**src/hdl/cphp_pkg.sv**
```systemverilog
`timescale 1ns / 1ps
// ----------------------------------------------------------------------------
// Cluster position package
// Shared types, register indexes, command codes and widths of the cluster
// position unit.
// ----------------------------------------------------------------------------
package cphp_pkg;

    localparam int LAYER_COUNT_DEF      = 128;
    localparam int STRIP_COUNT_DEF      = 32;
    localparam int WEIGHT_FRAC_BITS_DEF = 34;

    localparam int CFG_IDX_W  = 3;
    localparam int CFG_DATA_W = 17;
    localparam int OUT_W      = 20;
    localparam int ACC_W      = 64;
    localparam int MID_W      = 27;
    localparam int HW_W       = 17;
    localparam int CTR_W      = 42;
    localparam int STEP_W     = 6;
    localparam int ERR_W      = 21;

    // Configuration register indexes.
    localparam logic [CFG_IDX_W-1:0] REG_SCINT_THICKNESS    = 3'd0;
    localparam logic [CFG_IDX_W-1:0] REG_STRIP_WIDTH        = 3'd1;
    localparam logic [CFG_IDX_W-1:0] REG_LAYER_PITCH        = 3'd2;
    localparam logic [CFG_IDX_W-1:0] REG_TIMING_UNCERTAINTY = 3'd3;
    localparam logic [CFG_IDX_W-1:0] REG_BACK_LAYER_ORIGIN  = 3'd4;
    localparam logic [CFG_IDX_W-1:0] REG_SIDE_LAYER_ORIGIN  = 3'd5;
    localparam logic [CFG_IDX_W-1:0] REG_BACK_STRIP_ORIGIN  = 3'd6;
    localparam logic [CFG_IDX_W-1:0] REG_SIDE_STRIP_ORIGIN  = 3'd7;

    // Calorimeter sections.
    localparam logic [2:0] SEC_BACK   = 3'd0;
    localparam logic [2:0] SEC_TOP    = 3'd1;
    localparam logic [2:0] SEC_BOTTOM = 3'd2;
    localparam logic [2:0] SEC_LEFT   = 3'd3;
    localparam logic [2:0] SEC_RIGHT  = 3'd4;

    // Axes.
    localparam logic [1:0] AX_X = 2'd0;
    localparam logic [1:0] AX_Y = 2'd1;
    localparam logic [1:0] AX_Z = 2'd2;

    // Datapath commands.
    typedef logic [4:0] t_op;
    localparam t_op OP_NOP       = 5'd0;
    localparam t_op OP_LATCH     = 5'd1;
    localparam t_op OP_PREP      = 5'd2;
    localparam t_op OP_SQ        = 5'd3;
    localparam t_op OP_WDIV_INIT = 5'd4;
    localparam t_op OP_DIV_STEP  = 5'd5;
    localparam t_op OP_MUL_INIT  = 5'd6;
    localparam t_op OP_MUL_STEP  = 5'd7;
    localparam t_op OP_ACCUM     = 5'd8;
    localparam t_op OP_CDIV_INIT = 5'd9;
    localparam t_op OP_CENTER    = 5'd10;
    localparam t_op OP_EDIV_INIT = 5'd11;
    localparam t_op OP_SQRT_INIT = 5'd12;
    localparam t_op OP_SQRT_STEP = 5'd13;
    localparam t_op OP_STORE     = 5'd14;
    localparam t_op OP_ZERO_AXIS = 5'd15;
    localparam t_op OP_OUT_LOAD  = 5'd16;

    typedef struct packed {
        t_op        op;
        logic [1:0] axis;
    } t_ctl;

    typedef struct packed {
        logic hit_bad;
        logic last;
        logic wt_zero;
        logic out_free;
    } t_sts;

    typedef struct packed {
        logic [2:0]              section;
        logic [6:0]              hit_layer;
        logic [4:0]              hit_strip;
        logic signed [OUT_W-1:0] hit_x;
        logic signed [OUT_W-1:0] hit_y;
        logic                    last_hit;
    } t_hit;

    typedef struct packed {
        logic signed [OUT_W-1:0] x_low;
        logic signed [OUT_W-1:0] x_high;
        logic signed [OUT_W-1:0] y_low;
        logic signed [OUT_W-1:0] y_high;
        logic signed [OUT_W-1:0] z_low;
        logic signed [OUT_W-1:0] z_high;
        logic                    bad_hit;
    } t_pos;

    typedef struct packed {
        logic [CFG_IDX_W-1:0]  index;
        logic [CFG_DATA_W-1:0] wdata;
    } t_cfg;

endpackage

```
**src/hdl/cphp_ifs.sv**
```systemverilog
`timescale 1ns / 1ps
// ----------------------------------------------------------------------------
// Cluster position channels
// Valid/ready channels for hits, configuration writes and results.
// ----------------------------------------------------------------------------
interface cphp_hit_if import cphp_pkg::*; ();
    logic valid;
    logic ready;
    t_hit data;
    modport source (output valid, output data, input ready);
    modport sink (input valid, input data, output ready);
endinterface

interface cphp_cfg_if import cphp_pkg::*; ();
    logic valid;
    logic ready;
    t_cfg data;
    modport source (output valid, output data, input ready);
    modport sink (input valid, input data, output ready);
endinterface

interface cphp_pos_if import cphp_pkg::*; ();
    logic valid;
    logic ready;
    t_pos data;
    modport source (output valid, output data, input ready);
    modport sink (input valid, input data, output ready);
endinterface

```
**src/hdl/cphp_dp.sv**
```systemverilog
`timescale 1ns / 1ps
// ----------------------------------------------------------------------------
// Cluster position datapath
// Box geometry, shared restoring divider, serial multiplier, square root
// and per-axis accumulators.
// ----------------------------------------------------------------------------
module cphp_dp import cphp_pkg::*; #(
    parameter int LAYER_COUNT      = LAYER_COUNT_DEF,
    parameter int STRIP_COUNT      = STRIP_COUNT_DEF,
    parameter int WEIGHT_FRAC_BITS = WEIGHT_FRAC_BITS_DEF
) (
    input  logic i_clk,
    input  logic i_rst_n,
    input  t_hit i_hit_data,
    input  logic i_cfg_we,
    input  t_cfg i_cfg_data,
    input  t_ctl i_ctl,
    output t_sts o_sts,
    output logic o_pos_valid,
    output t_pos o_pos_data,
    input  logic i_pos_ready
);

    localparam int WB = WEIGHT_FRAC_BITS + 3;

    logic [15:0] r_scint, r_sw, r_pitch, r_tu;
    logic [16:0] r_blo, r_slo, r_bso, r_sso;
    t_hit        r_hit;
    logic [23:0] r_lc2;
    logic [22:0] r_sc2;
    logic signed [MID_W-1:0] r_m;
    logic [2*HW_W-1:0] r_h2;
    logic [ACC_W:0]    r_rem;
    logic [ACC_W-1:0]  r_quo, r_dvs;
    logic [ACC_W-1:0]  r_mcand, r_prod;
    logic [WB-1:0]     r_mplier, r_w;
    logic [ACC_W-1:0]  r_wt [0:2];
    logic [ACC_W-1:0]  r_mt [0:2];
    logic              r_neg;
    logic signed [CTR_W-1:0] r_c;
    logic [ACC_W-1:0]  r_sx, r_sr, r_sbit;
    logic signed [OUT_W-1:0] r_lo [0:2];
    logic signed [OUT_W-1:0] r_hi [0:2];
    logic r_bad_seen, r_fin_bad, r_ov;
    t_pos r_pos;

    logic hit_bad;
    logic signed [MID_W-1:0] x2, y2, back_y, back_z, lay, side_z, m_sel;
    logic [HW_W-1:0] tu2, th, sw, h_sel, h_eff;
    logic [22:0] lp;
    logic [ACC_W:0] rem_s;
    logic [ACC_W-1:0] mid_a, mag, qq, q, sr_t;
    logic signed [ACC_W-1:0] c_full;
    logic signed [CTR_W:0] c_ext, e_ext;

    function automatic logic signed [OUT_W-1:0] sat_out(input logic signed [CTR_W:0] v);
        if (v < -(CTR_W+1)'(524288)) begin
            sat_out = OUT_W'(-(CTR_W+1)'(524288));
        end else if (v > (CTR_W+1)'(524287)) begin
            sat_out = OUT_W'(524287);
        end else begin
            sat_out = OUT_W'(v);
        end
    endfunction

    assign hit_bad = (r_hit.section > SEC_RIGHT)
                   || (32'(r_hit.hit_layer) >= 32'(LAYER_COUNT))
                   || (32'(r_hit.hit_strip) >= 32'(STRIP_COUNT));

    assign lp = 23'(r_hit.hit_layer) * 23'(r_pitch);

    // Midpoints and half-widths in 1/32 mm.
    always_comb begin
        x2     = MID_W'(r_hit.hit_x) <<< 1;
        y2     = MID_W'(r_hit.hit_y) <<< 1;
        back_y = MID_W'({r_bso, 1'b0}) + MID_W'(r_sc2);
        back_z = MID_W'({r_blo, 1'b0}) + MID_W'(r_lc2);
        side_z = MID_W'({r_sso, 1'b0}) + MID_W'(r_sc2);
        if (r_hit.section == SEC_TOP || r_hit.section == SEC_LEFT) begin
            lay = MID_W'({r_slo, 1'b0}) + MID_W'(r_lc2);
        end else begin
            lay = MID_W'({r_slo, 1'b0}) - MID_W'(r_lc2);
        end
        tu2 = {r_tu, 1'b0};
        th  = HW_W'(r_scint);
        sw  = HW_W'(r_sw);
        h_sel = th;
        m_sel = side_z;
        case (i_ctl.axis)
            AX_X: begin
                if (r_hit.section == SEC_LEFT || r_hit.section == SEC_RIGHT) begin
                    h_sel = th;
                    m_sel = lay;
                end else begin
                    h_sel = tu2;
                    m_sel = x2;
                end
            end
            AX_Y: begin
                if (r_hit.section == SEC_BACK) begin
                    h_sel = sw;
                    m_sel = back_y;
                end else if (r_hit.section == SEC_LEFT || r_hit.section == SEC_RIGHT) begin
                    h_sel = tu2;
                    m_sel = y2;
                end else begin
                    h_sel = th;
                    m_sel = lay;
                end
            end
            default: begin
                if (r_hit.section == SEC_BACK) begin
                    h_sel = th;
                    m_sel = back_z;
                end else begin
                    h_sel = sw;
                    m_sel = side_z;
                end
            end
        endcase
        h_eff = (h_sel == '0) ? HW_W'(1) : h_sel;
    end

    always_comb begin
        rem_s  = {r_rem[ACC_W-1:0], r_quo[ACC_W-1]};
        mid_a  = r_mt[i_ctl.axis];
        mag    = mid_a[ACC_W-1] ? (ACC_W'(0) - mid_a) : mid_a;
        qq     = r_quo + ACC_W'(r_neg && (r_rem != '0));
        q      = r_neg ? (ACC_W'(0) - qq) : qq;
        c_full = $signed(q) >>> 1;
        sr_t   = r_sr + r_sbit;
        c_ext  = (CTR_W+1)'(r_c);
        e_ext  = (CTR_W+1)'(r_sr[ERR_W-1:0]);
    end

    assign o_sts.hit_bad  = hit_bad;
    assign o_sts.last     = r_hit.last_hit;
    assign o_sts.wt_zero  = (r_wt[i_ctl.axis] == '0);
    assign o_sts.out_free = !r_ov || i_pos_ready;
    assign o_pos_valid    = r_ov;
    assign o_pos_data     = r_pos;

    // Configuration registers.
    always_ff @(posedge i_clk) begin
        if (!i_rst_n) begin
            r_scint <= 16'd240;
            r_sw    <= 16'd1600;
            r_pitch <= 16'd704;
            r_tu    <= 16'd1600;
            r_blo   <= 17'd8000;
            r_slo   <= 17'd4200;
            r_bso   <= 17'd24000;
            r_sso   <= 17'd3200;
        end else if (i_cfg_we) begin
            case (i_cfg_data.index)
                REG_SCINT_THICKNESS:    r_scint <= i_cfg_data.wdata[15:0];
                REG_STRIP_WIDTH:        r_sw    <= i_cfg_data.wdata[15:0];
                REG_LAYER_PITCH:        r_pitch <= i_cfg_data.wdata[15:0];
                REG_TIMING_UNCERTAINTY: r_tu    <= i_cfg_data.wdata[15:0];
                REG_BACK_LAYER_ORIGIN:  r_blo   <= i_cfg_data.wdata;
                REG_SIDE_LAYER_ORIGIN:  r_slo   <= i_cfg_data.wdata;
                REG_BACK_STRIP_ORIGIN:  r_bso   <= i_cfg_data.wdata;
                REG_SIDE_STRIP_ORIGIN:  r_sso   <= i_cfg_data.wdata;
                default: ;
            endcase
        end
    end

    // Cluster state and result register.
    always_ff @(posedge i_clk) begin
        if (!i_rst_n) begin
            for (int a = 0; a < 3; a++) begin
                r_wt[a] <= '0;
                r_mt[a] <= '0;
            end
            r_bad_seen <= 1'b0;
            r_fin_bad  <= 1'b0;
            r_ov       <= 1'b0;
        end else begin
            // A new result may replace one that leaves in the same cycle.
            if (i_ctl.op == OP_OUT_LOAD) begin
                r_ov <= 1'b1;
            end else if (r_ov && i_pos_ready) begin
                r_ov <= 1'b0;
            end
            case (i_ctl.op)
                OP_PREP: begin
                    if (hit_bad) begin
                        r_bad_seen <= 1'b1;
                    end
                end
                OP_ACCUM: begin
                    r_wt[i_ctl.axis] <= r_wt[i_ctl.axis] + ACC_W'(r_w);
                    r_mt[i_ctl.axis] <= r_mt[i_ctl.axis] + r_prod;
                end
                OP_ZERO_AXIS: r_fin_bad <= 1'b1;
                OP_OUT_LOAD: begin
                    for (int a = 0; a < 3; a++) begin
                        r_wt[a] <= '0;
                        r_mt[a] <= '0;
                    end
                    r_bad_seen <= 1'b0;
                    r_fin_bad  <= 1'b0;
                end
                default: ;
            endcase
        end
    end

    // Arithmetic working registers.
    always_ff @(posedge i_clk) begin
        case (i_ctl.op)
            OP_LATCH: r_hit <= i_hit_data;
            OP_PREP: begin
                r_lc2 <= 24'({lp, 1'b0}) + 24'(r_scint);
                r_sc2 <= 23'({r_hit.hit_strip, 1'b1}) * 23'(r_sw);
            end
            OP_SQ: begin
                r_h2 <= (2*HW_W)'(h_eff) * (2*HW_W)'(h_eff);
                r_m  <= m_sel;
            end
            OP_WDIV_INIT: begin
                r_rem <= '0;
                r_quo <= ACC_W'(1) << (WEIGHT_FRAC_BITS + 2);
                r_dvs <= ACC_W'(r_h2);
            end
            OP_DIV_STEP: begin
                if (rem_s >= {1'b0, r_dvs}) begin
                    r_rem <= rem_s - {1'b0, r_dvs};
                    r_quo <= {r_quo[ACC_W-2:0], 1'b1};
                end else begin
                    r_rem <= rem_s;
                    r_quo <= {r_quo[ACC_W-2:0], 1'b0};
                end
            end
            OP_MUL_INIT: begin
                r_w      <= r_quo[WB-1:0];
                r_mplier <= r_quo[WB-1:0];
                r_mcand  <= ACC_W'(r_m);
                r_prod   <= '0;
            end
            OP_MUL_STEP: begin
                if (r_mplier[0]) begin
                    r_prod <= r_prod + r_mcand;
                end
                r_mcand  <= r_mcand << 1;
                r_mplier <= r_mplier >> 1;
            end
            OP_CDIV_INIT: begin
                r_neg <= mid_a[ACC_W-1];
                r_rem <= '0;
                r_quo <= mag;
                r_dvs <= r_wt[i_ctl.axis];
            end
            OP_CENTER: begin
                if (c_full > ACC_W'(64'sd1 <<< 40)) begin
                    r_c <= CTR_W'(64'sd1 <<< 40);
                end else if (c_full < -(ACC_W'(64'sd1 <<< 40))) begin
                    r_c <= -CTR_W'(64'sd1 <<< 40);
                end else begin
                    r_c <= CTR_W'(c_full);
                end
            end
            OP_EDIV_INIT: begin
                r_rem <= '0;
                r_quo <= ACC_W'(1) << WEIGHT_FRAC_BITS;
                r_dvs <= r_wt[i_ctl.axis];
            end
            OP_SQRT_INIT: begin
                r_sx   <= r_quo;
                r_sr   <= '0;
                r_sbit <= ACC_W'(1) << (ACC_W - 2);
            end
            OP_SQRT_STEP: begin
                if (r_sx >= sr_t) begin
                    r_sx <= r_sx - sr_t;
                    r_sr <= (r_sr >> 1) + r_sbit;
                end else begin
                    r_sr <= r_sr >> 1;
                end
                r_sbit <= r_sbit >> 2;
            end
            OP_STORE: begin
                r_lo[i_ctl.axis] <= sat_out(c_ext - e_ext);
                r_hi[i_ctl.axis] <= sat_out(c_ext + e_ext);
            end
            OP_ZERO_AXIS: begin
                r_lo[i_ctl.axis] <= '0;
                r_hi[i_ctl.axis] <= '0;
            end
            OP_OUT_LOAD: begin
                r_pos.x_low   <= r_lo[AX_X];
                r_pos.x_high  <= r_hi[AX_X];
                r_pos.y_low   <= r_lo[AX_Y];
                r_pos.y_high  <= r_hi[AX_Y];
                r_pos.z_low   <= r_lo[AX_Z];
                r_pos.z_high  <= r_hi[AX_Z];
                r_pos.bad_hit <= r_bad_seen || r_fin_bad;
            end
            default: ;
        endcase
    end

endmodule

```
**src/hdl/cphp_ctrl.sv**
```systemverilog
`timescale 1ns / 1ps
// ----------------------------------------------------------------------------
// Cluster position controller
// Sequences hit accumulation and the per-axis finish through the datapath.
// ----------------------------------------------------------------------------
module cphp_ctrl import cphp_pkg::*; #(
    parameter int WEIGHT_FRAC_BITS = WEIGHT_FRAC_BITS_DEF
) (
    input  logic i_clk,
    input  logic i_rst_n,
    input  logic i_hit_valid,
    output logic o_hit_ready,
    output t_ctl o_ctl,
    input  t_sts i_sts
);

    localparam logic [STEP_W-1:0] DIV_LAST  = STEP_W'(ACC_W - 1);
    localparam logic [STEP_W-1:0] MUL_LAST  = STEP_W'(WEIGHT_FRAC_BITS + 2);
    localparam logic [STEP_W-1:0] SQRT_LAST = STEP_W'(ACC_W / 2 - 1);

    localparam logic [4:0] S_IDLE   = 5'd0;
    localparam logic [4:0] S_PREP   = 5'd1;
    localparam logic [4:0] S_SQ     = 5'd2;
    localparam logic [4:0] S_WINIT  = 5'd3;
    localparam logic [4:0] S_WDIV   = 5'd4;
    localparam logic [4:0] S_MINIT  = 5'd5;
    localparam logic [4:0] S_MUL    = 5'd6;
    localparam logic [4:0] S_ACC    = 5'd7;
    localparam logic [4:0] S_FIN    = 5'd8;
    localparam logic [4:0] S_CDIV   = 5'd9;
    localparam logic [4:0] S_CENTER = 5'd10;
    localparam logic [4:0] S_EINIT  = 5'd11;
    localparam logic [4:0] S_EDIV   = 5'd12;
    localparam logic [4:0] S_SINIT  = 5'd13;
    localparam logic [4:0] S_SQRT   = 5'd14;
    localparam logic [4:0] S_STORE  = 5'd15;
    localparam logic [4:0] S_OUT    = 5'd16;

    logic [4:0]        r_state, n_state;
    logic [1:0]        r_axis, n_axis;
    logic [STEP_W-1:0] r_step, n_step;

    assign o_hit_ready = (r_state == S_IDLE);

    always_comb begin
        n_state    = r_state;
        n_axis     = r_axis;
        n_step     = r_step;
        o_ctl.op   = OP_NOP;
        o_ctl.axis = r_axis;
        case (r_state)
            S_IDLE: begin
                if (i_hit_valid) begin
                    o_ctl.op = OP_LATCH;
                    n_state  = S_PREP;
                end
            end
            S_PREP: begin
                o_ctl.op = OP_PREP;
                n_axis   = AX_X;
                if (!i_sts.hit_bad) begin
                    n_state = S_SQ;
                end else if (i_sts.last) begin
                    n_state = S_FIN;
                end else begin
                    n_state = S_IDLE;
                end
            end
            S_SQ: begin
                o_ctl.op = OP_SQ;
                n_state  = S_WINIT;
            end
            S_WINIT: begin
                o_ctl.op = OP_WDIV_INIT;
                n_state  = S_WDIV;
            end
            S_WDIV: begin
                o_ctl.op = OP_DIV_STEP;
                n_step   = r_step + 1'b1;
                if (r_step == DIV_LAST) begin
                    n_step  = '0;
                    n_state = S_MINIT;
                end
            end
            S_MINIT: begin
                o_ctl.op = OP_MUL_INIT;
                n_state  = S_MUL;
            end
            S_MUL: begin
                o_ctl.op = OP_MUL_STEP;
                n_step   = r_step + 1'b1;
                if (r_step == MUL_LAST) begin
                    n_step  = '0;
                    n_state = S_ACC;
                end
            end
            S_ACC: begin
                o_ctl.op = OP_ACCUM;
                if (r_axis != AX_Z) begin
                    n_axis  = r_axis + 1'b1;
                    n_state = S_SQ;
                end else begin
                    n_axis  = AX_X;
                    n_state = i_sts.last ? S_FIN : S_IDLE;
                end
            end
            S_FIN: begin
                if (i_sts.wt_zero) begin
                    o_ctl.op = OP_ZERO_AXIS;
                    if (r_axis != AX_Z) begin
                        n_axis = r_axis + 1'b1;
                    end else begin
                        n_state = S_OUT;
                    end
                end else begin
                    o_ctl.op = OP_CDIV_INIT;
                    n_state  = S_CDIV;
                end
            end
            S_CDIV: begin
                o_ctl.op = OP_DIV_STEP;
                n_step   = r_step + 1'b1;
                if (r_step == DIV_LAST) begin
                    n_step  = '0;
                    n_state = S_CENTER;
                end
            end
            S_CENTER: begin
                o_ctl.op = OP_CENTER;
                n_state  = S_EINIT;
            end
            S_EINIT: begin
                o_ctl.op = OP_EDIV_INIT;
                n_state  = S_EDIV;
            end
            S_EDIV: begin
                o_ctl.op = OP_DIV_STEP;
                n_step   = r_step + 1'b1;
                if (r_step == DIV_LAST) begin
                    n_step  = '0;
                    n_state = S_SINIT;
                end
            end
            S_SINIT: begin
                o_ctl.op = OP_SQRT_INIT;
                n_state  = S_SQRT;
            end
            S_SQRT: begin
                o_ctl.op = OP_SQRT_STEP;
                n_step   = r_step + 1'b1;
                if (r_step == SQRT_LAST) begin
                    n_step  = '0;
                    n_state = S_STORE;
                end
            end
            S_STORE: begin
                o_ctl.op = OP_STORE;
                if (r_axis != AX_Z) begin
                    n_axis  = r_axis + 1'b1;
                    n_state = S_FIN;
                end else begin
                    n_state = S_OUT;
                end
            end
            S_OUT: begin
                if (i_sts.out_free) begin
                    o_ctl.op = OP_OUT_LOAD;
                    n_axis   = AX_X;
                    n_state  = S_IDLE;
                end
            end
            default: n_state = S_IDLE;
        endcase
    end

    always_ff @(posedge i_clk) begin
        if (!i_rst_n) begin
            r_state <= S_IDLE;
            r_axis  <= AX_X;
            r_step  <= '0;
        end else begin
            r_state <= n_state;
            r_axis  <= n_axis;
            r_step  <= n_step;
        end
    end

endmodule

```
**src/hdl/calorimeter_hit_cluster_position_unit.sv**
```systemverilog
`timescale 1ns / 1ps
// ----------------------------------------------------------------------------
// Calorimeter hit cluster position unit
// Reduces the hits of one cluster to a weighted box in x, y and z.
// ----------------------------------------------------------------------------
// Sequence: a good hit runs weight division, multiply and accumulate per
// axis, a skipped hit only its latch and check; the last hit adds the
// per-axis finish (a zeroing for an unweighted axis) and the result load.
// Throughput: one hit word at a time, set by the shared one-bit-per-cycle
// divider (64 steps) and the serial weight multiplier.
// Reset: synchronous, active low; clears the cluster sums, the flags and
// the result valid and restores the configuration defaults.
module calorimeter_hit_cluster_position_unit import cphp_pkg::*; #(
    parameter int LAYER_COUNT      = LAYER_COUNT_DEF,
    parameter int STRIP_COUNT      = STRIP_COUNT_DEF,
    parameter int WEIGHT_FRAC_BITS = WEIGHT_FRAC_BITS_DEF
) (
    input  logic       i_clk,
    input  logic       i_rst_n,
    cphp_hit_if.sink   i_hit,
    cphp_cfg_if.sink   i_cfg,
    cphp_pos_if.source o_pos
);

    t_ctl ctl;
    t_sts sts;

    // Configuration writes go straight into the registers, so the port never stalls.
    assign i_cfg.ready = 1'b1;

    // The controller walks each hit through the three axes: a weight from a
    // restoring division of 2^(F+2) by the squared half-width, a serial
    // multiply of that weight by the midpoint, then the accumulate. On the
    // last hit of a cluster it runs the center division, the error division
    // and the square root per weighted axis before loading the result register.
    cphp_ctrl #(
        .WEIGHT_FRAC_BITS(WEIGHT_FRAC_BITS)
    ) u_ctrl (
        .i_clk       (i_clk),
        .i_rst_n     (i_rst_n),
        .i_hit_valid (i_hit.valid),
        .o_hit_ready (i_hit.ready),
        .o_ctl       (ctl),
        .i_sts       (sts)
    );

    // The datapath holds the result in its own register, so a new cluster
    // can start while the previous result still waits downstream.
    cphp_dp #(
        .LAYER_COUNT      (LAYER_COUNT),
        .STRIP_COUNT      (STRIP_COUNT),
        .WEIGHT_FRAC_BITS (WEIGHT_FRAC_BITS)
    ) u_dp (
        .i_clk       (i_clk),
        .i_rst_n     (i_rst_n),
        .i_hit_data  (i_hit.data),
        .i_cfg_we    (i_cfg.valid),
        .i_cfg_data  (i_cfg.data),
        .i_ctl       (ctl),
        .o_sts       (sts),
        .o_pos_valid (o_pos.valid),
        .o_pos_data  (o_pos.data),
        .i_pos_ready (o_pos.ready)
    );

endmodule

```
**src/flat_wrapper.sv**
```systemverilog
// flat-port wrapper written by rule: the top's interface ports become plain ports
module calorimeter_hit_cluster_position_unit_flat import cphp_pkg::*;
#(
    parameter int LAYER_COUNT      = LAYER_COUNT_DEF,
    parameter int STRIP_COUNT      = STRIP_COUNT_DEF,
    parameter int WEIGHT_FRAC_BITS = WEIGHT_FRAC_BITS_DEF
)
  (i_clk, i_rst_n, i_hit_valid, i_hit_data, i_hit_ready, i_cfg_valid, i_cfg_data, i_cfg_ready, o_pos_valid, o_pos_data, o_pos_ready);
  cphp_hit_if i_hit_i ();
  cphp_cfg_if i_cfg_i ();
  cphp_pos_if o_pos_i ();
  input  logic i_clk;
  input  logic i_rst_n;
  input wire logic [$bits(i_hit_i.valid)-1:0] i_hit_valid;
  input wire logic [$bits(i_hit_i.data)-1:0] i_hit_data;
  output wire logic [$bits(i_hit_i.ready)-1:0] i_hit_ready;
  input wire logic [$bits(i_cfg_i.valid)-1:0] i_cfg_valid;
  input wire logic [$bits(i_cfg_i.data)-1:0] i_cfg_data;
  output wire logic [$bits(i_cfg_i.ready)-1:0] i_cfg_ready;
  output wire logic [$bits(o_pos_i.valid)-1:0] o_pos_valid;
  output wire logic [$bits(o_pos_i.data)-1:0] o_pos_data;
  input wire logic [$bits(o_pos_i.ready)-1:0] o_pos_ready;
  assign i_hit_i.valid = i_hit_valid;
  assign i_hit_i.data = i_hit_data;
  assign i_hit_ready = i_hit_i.ready;
  assign i_cfg_i.valid = i_cfg_valid;
  assign i_cfg_i.data = i_cfg_data;
  assign i_cfg_ready = i_cfg_i.ready;
  assign o_pos_valid = o_pos_i.valid;
  assign o_pos_data = o_pos_i.data;
  assign o_pos_i.ready = o_pos_ready;
  calorimeter_hit_cluster_position_unit #(.LAYER_COUNT(LAYER_COUNT), .STRIP_COUNT(STRIP_COUNT), .WEIGHT_FRAC_BITS(WEIGHT_FRAC_BITS)) u_core (.i_clk(i_clk), .i_rst_n(i_rst_n), .i_hit(i_hit_i), .i_cfg(i_cfg_i), .o_pos(o_pos_i));
endmodule
```
**config.mk**
```make
export PLATFORM = sky130hd
export DESIGN_NAME = calorimeter_hit_cluster_position_unit_flat
export DESIGN_NICKNAME = d
export VERILOG_FILES = /design/src/hdl/cphp_pkg.sv /design/src/hdl/cphp_ifs.sv /design/src/hdl/cphp_dp.sv /design/src/hdl/cphp_ctrl.sv /design/src/hdl/calorimeter_hit_cluster_position_unit.sv /design/src/flat_wrapper.sv
export SDC_FILE = /design/constraint.sdc
export NUM_CORES = 2
export LEC_CHECK = 0
export BUFFER_PORTS_ARGS = -buffer_cell sky130_fd_sc_hd__buf_2
export CAP_MARGIN = 25
export CORE_UTILIZATION = 55
export CTS_BUF_LIST = sky130_fd_sc_hd__clkbuf_2 sky130_fd_sc_hd__clkbuf_4 sky130_fd_sc_hd__clkbuf_8
export DETAILED_ROUTE_END_ITERATION = 6
export PLACE_DENSITY_LB_ADDON = 0.1
export SLEW_MARGIN = 0
export SYNTH_ARGS = -nofsm -noshare
export SYNTH_HDL_FRONTEND = slang
export SYNTH_SLANG_ARGS = --single-unit
```
**constraint.sdc**
```tcl
create_clock -name i_clk -period 13.2 [get_ports i_clk]
set_input_delay 2.64 -clock i_clk [delete_from_list [all_inputs] [get_ports i_clk]]
set_output_delay 2.64 -clock i_clk [all_outputs]
set_load 0.01 [all_outputs]
```
==> flow_summary.ini <==
[outcome]
outcome = finished, violations left
violations = design-rule violations

[timing]
tns_ns = 0
final-setup-viol-count = 0
relSlewSlack_pct = 22.7
finalCriticalPeriod_ns = 10.35
hold_viol = 0
period_share_pct = 78.4
tightestPinTransition_ns = 1.15
skew_ns = 0.118
fmax_ghz = 0.0967
slew_violations = 0
rsz0062_at_grt = no

[global_route]
antenna_found_initial = 10
grt_pass1_vias = 82500
grt-ovfl-total = 0
grt_max_degree = 106
track_usage_pct = 31.4
grt_pass1_wl_um = 492000

[cts]
insertion_delay_ns = 1.06
cts-resized-gates = 0
cts_buffers = 311
clock_path_buffers = 4
cts_root_buffer = clkbuf_8
cts_post_setup_buffers_inserted = 0
cts_tree = built
cts.sink_count = 1662
htreeDepth = 5
clk_pin_slew_ns = 0.07
holdBufCountCts = 0

[setup_path]
critPathRequiredTime_ns = 13.92
crit_type = flip-flop to flip-flop
endpoint_kind = flip-flop
cp-start-kind = flip-flop
crit_buf_inv = 6
cp.arrival_ns = 11.07
worst-path-max-fanout = 18
slowest_delay_ns = 0.55
crit_family = compound AO/OA/AOI/OAI gates
critPathSlowestCell = a21o_1

[place]
io_buffers = 203
place.gp.congestion = 0.969
hpwlAfterDp_um = 237000

[die]
die_area_um2 = 203000
initial_core_util_pct = 55.4
io_pins = 205
die_w_um = 451
rows = 164
coreArea_um2 = 200000
fp.dieH_um = 451

[logic_synthesis]
synth_area_um2 = 111000
yosysTopAreaCellShare_pct = 41.0
synth-edff-count = 1512
synth_most_common_cell = edfxtp_1
ys_seq_area_share_pct = 43.7
synth_cell_types = 97
syn-num-nets = 12000
async_flop_share_pct = 0
ys_top_cells_by_count = 1512 x edfxtp_1, 1286 x nand2_1, 1101 x nor2_1
yosysWarnings = 0
syn_avg_cell_area_um2 = 10.1
ys_ff_latch = 1662
synth_area_leaders = edfxtp_1 41%, ha_1 7.7%, fa_1 6.0%
syn_inst = 10900
synth_top_area_cell = edfxtp_1
synth_ff_type = edfxtp_1

[cells_and_area]
drive_gt1_share_pct = 9.54
syn2layout_area_growth_pct = 8.65
nets = 12200
n_fill_cell = 17100

[drt]
drtPass1Iterations = 7
vias = 84100
drt-initial-drc-count = 7311
wl_um = 324000
drc = 61
viasPerCell = 6.02
ant_nets = 0
routedWlPerCell_um = 23.2

[power]
combPwrFrac_pct = 28.1
power_switching_mw = 5.23
p_leak_nw = 48.5
intPower_mw = 10.4
sw_frac_of_total_pct = 33.4
ir_drop_mv = 0.104
power_density_nw_per_um2 = 130
share_seq_of_total_power_pct = 40.1
total_power_mw = 15.6
clockPowerShare_pct = 31.8

[min_path]
min_path_type = flip-flop to flip-flop

[job]
drv_cap = 0
layer usage:
metal  global-route usage [%]  share of wire (%)  vias up
li1                         -                  -    39100
met3                     4.29                6.0      722
met4                     14.1                4.9        4
met5                        0             0.0071        -
met1                     40.4                 41    41200
met2                     52.8                 48     2979
worst reg2reg max path: cells and delay by family (launching register included):
kind / cells / cell delay (ns)
xor+xnor: 1 / 0.09
buf+inv: 6 / 0.79
simple gates: 6 / 2.05
fa+ha+maj: 7 / 3.23
compound gates: 12 / 3.42
flops: 1 / 0.51
power groups by stage:
stage / Sequential (mW) / Clock (mW) / Combinational (mW)
2_1_floorplan: 6.21 / 0 / 3.24
3_3_place_gp: 6.37 / 0 / 4.31
3_5_place_dp: 6.38 / 0 / 4.37
4_1_cts: 6.27 / 5.06 / 4.40
5_1_grt: 6.28 / 5.26 / 4.89
6_report: 6.27 / 4.98 / 4.39
registers in the layout, indices dropped and copies added (netlist names), 55 cells and up, named ones only:
name / flops
u_core.u_dp.r_dvs: 64
u_core.u_dp.r_mt: 256
u_core.u_dp.r_sr: 64
u_core.u_dp.r_lo: 60
u_core.u_dp.r_rem: 65
o_pos_data: 120
u_core.u_dp.r_hi: 60
u_core.u_dp.r_sx: 64
u_core.u_dp.r_wt: 256
u_core.u_dp.r_hit: 55
u_core.u_dp.r_prod: 64
u_core.u_dp.r_mcand: 64
u_core.u_dp.r_quo: 64
logic make-up (layout without fill, tap and decap cells):
kind of cell,after synthesis,in the layout,share of synthesized area [%]
AND/OR/NAND/NOR,3670,3670,15.1
other,1,11,0.00339
adder cells (fa/ha/maj),1013,1013,13.7
flip-flops,1662,1662,43.7
XOR/XNOR,771,771,6.10
multiplexers,248,248,3.71
buffers and inverters,1304,1667,4.50
AO/OA/AOI/OAI,2260,2260,13.2
cells in the final DEF (no fill, tap or decap), drive strengths merged, types with 150 or more instances in the layout:
master and instances:
inv 831, xor2 322, ha 684, fa 329
edfxtp 1512, clkbuf 402, nand2 1286, a21oi 514
xnor2 449, dfxtp 150, and2 171, nor2 1113
nor3 184, buf 308, a21o 288, o21ai 543
nand3 220
final cells by class:
cell class | count | area, um^2 | share of cell area [%]
diodes | 10 | 25.0 | 0.0208
clock buffers | 402 | 5050 | 4.20
clock inverters | 124 | 908 | 0.756
inverters | 833 | 3140 | 2.61
multi-input cells | 7963 | 57500 | 47.8
flip-flops and latches | 1662 | 48400 | 40.3
well taps | 2656 | 3320 | 2.76
repair buffers | 308 | 1900 | 1.58
path summary, 6_finish.rpt:
path                                         startpoint  slack (ns)              endpoint  cells after the start
worst max-delay path              u_core.u_dp.r_hit[54]        2.85  u_core.u_dp.r_h2[33]                     32
worst min-delay path            u_core.u_dp.r_hi[2][13]        0.36        o_pos_data[14]                      0
worst max register to register    u_core.u_dp.r_hit[54]        2.85  u_core.u_dp.r_h2[33]                     32
worst min register to register  u_core.u_dp.r_hi[2][13]        0.36        o_pos_data[14]                      0
metrics by stage:
step | cells | hold WS, ns | setup WS (ns) | utilization, % | instance area [um^2]
6_report | 14000 | 0.362 | 2.85 | 60.2 | 120000
5_1_grt | 14000 | 0.356 | 2.08 | 60.1 | 120000
4_1_cts | 13900 | 0.352 | 2.80 | 60.1 | 120000
3_5_place_dp | 13400 | 0.405 | 2.84 | 57.1 | 114000
3_3_place_gp | 13400 | 0.401 | 2.93 | 57.1 | 114000
2_1_floorplan | 10900 | 0.400 | 2.99 | - | 111000
Note: power is estimated with default switching activity, not from simulation.
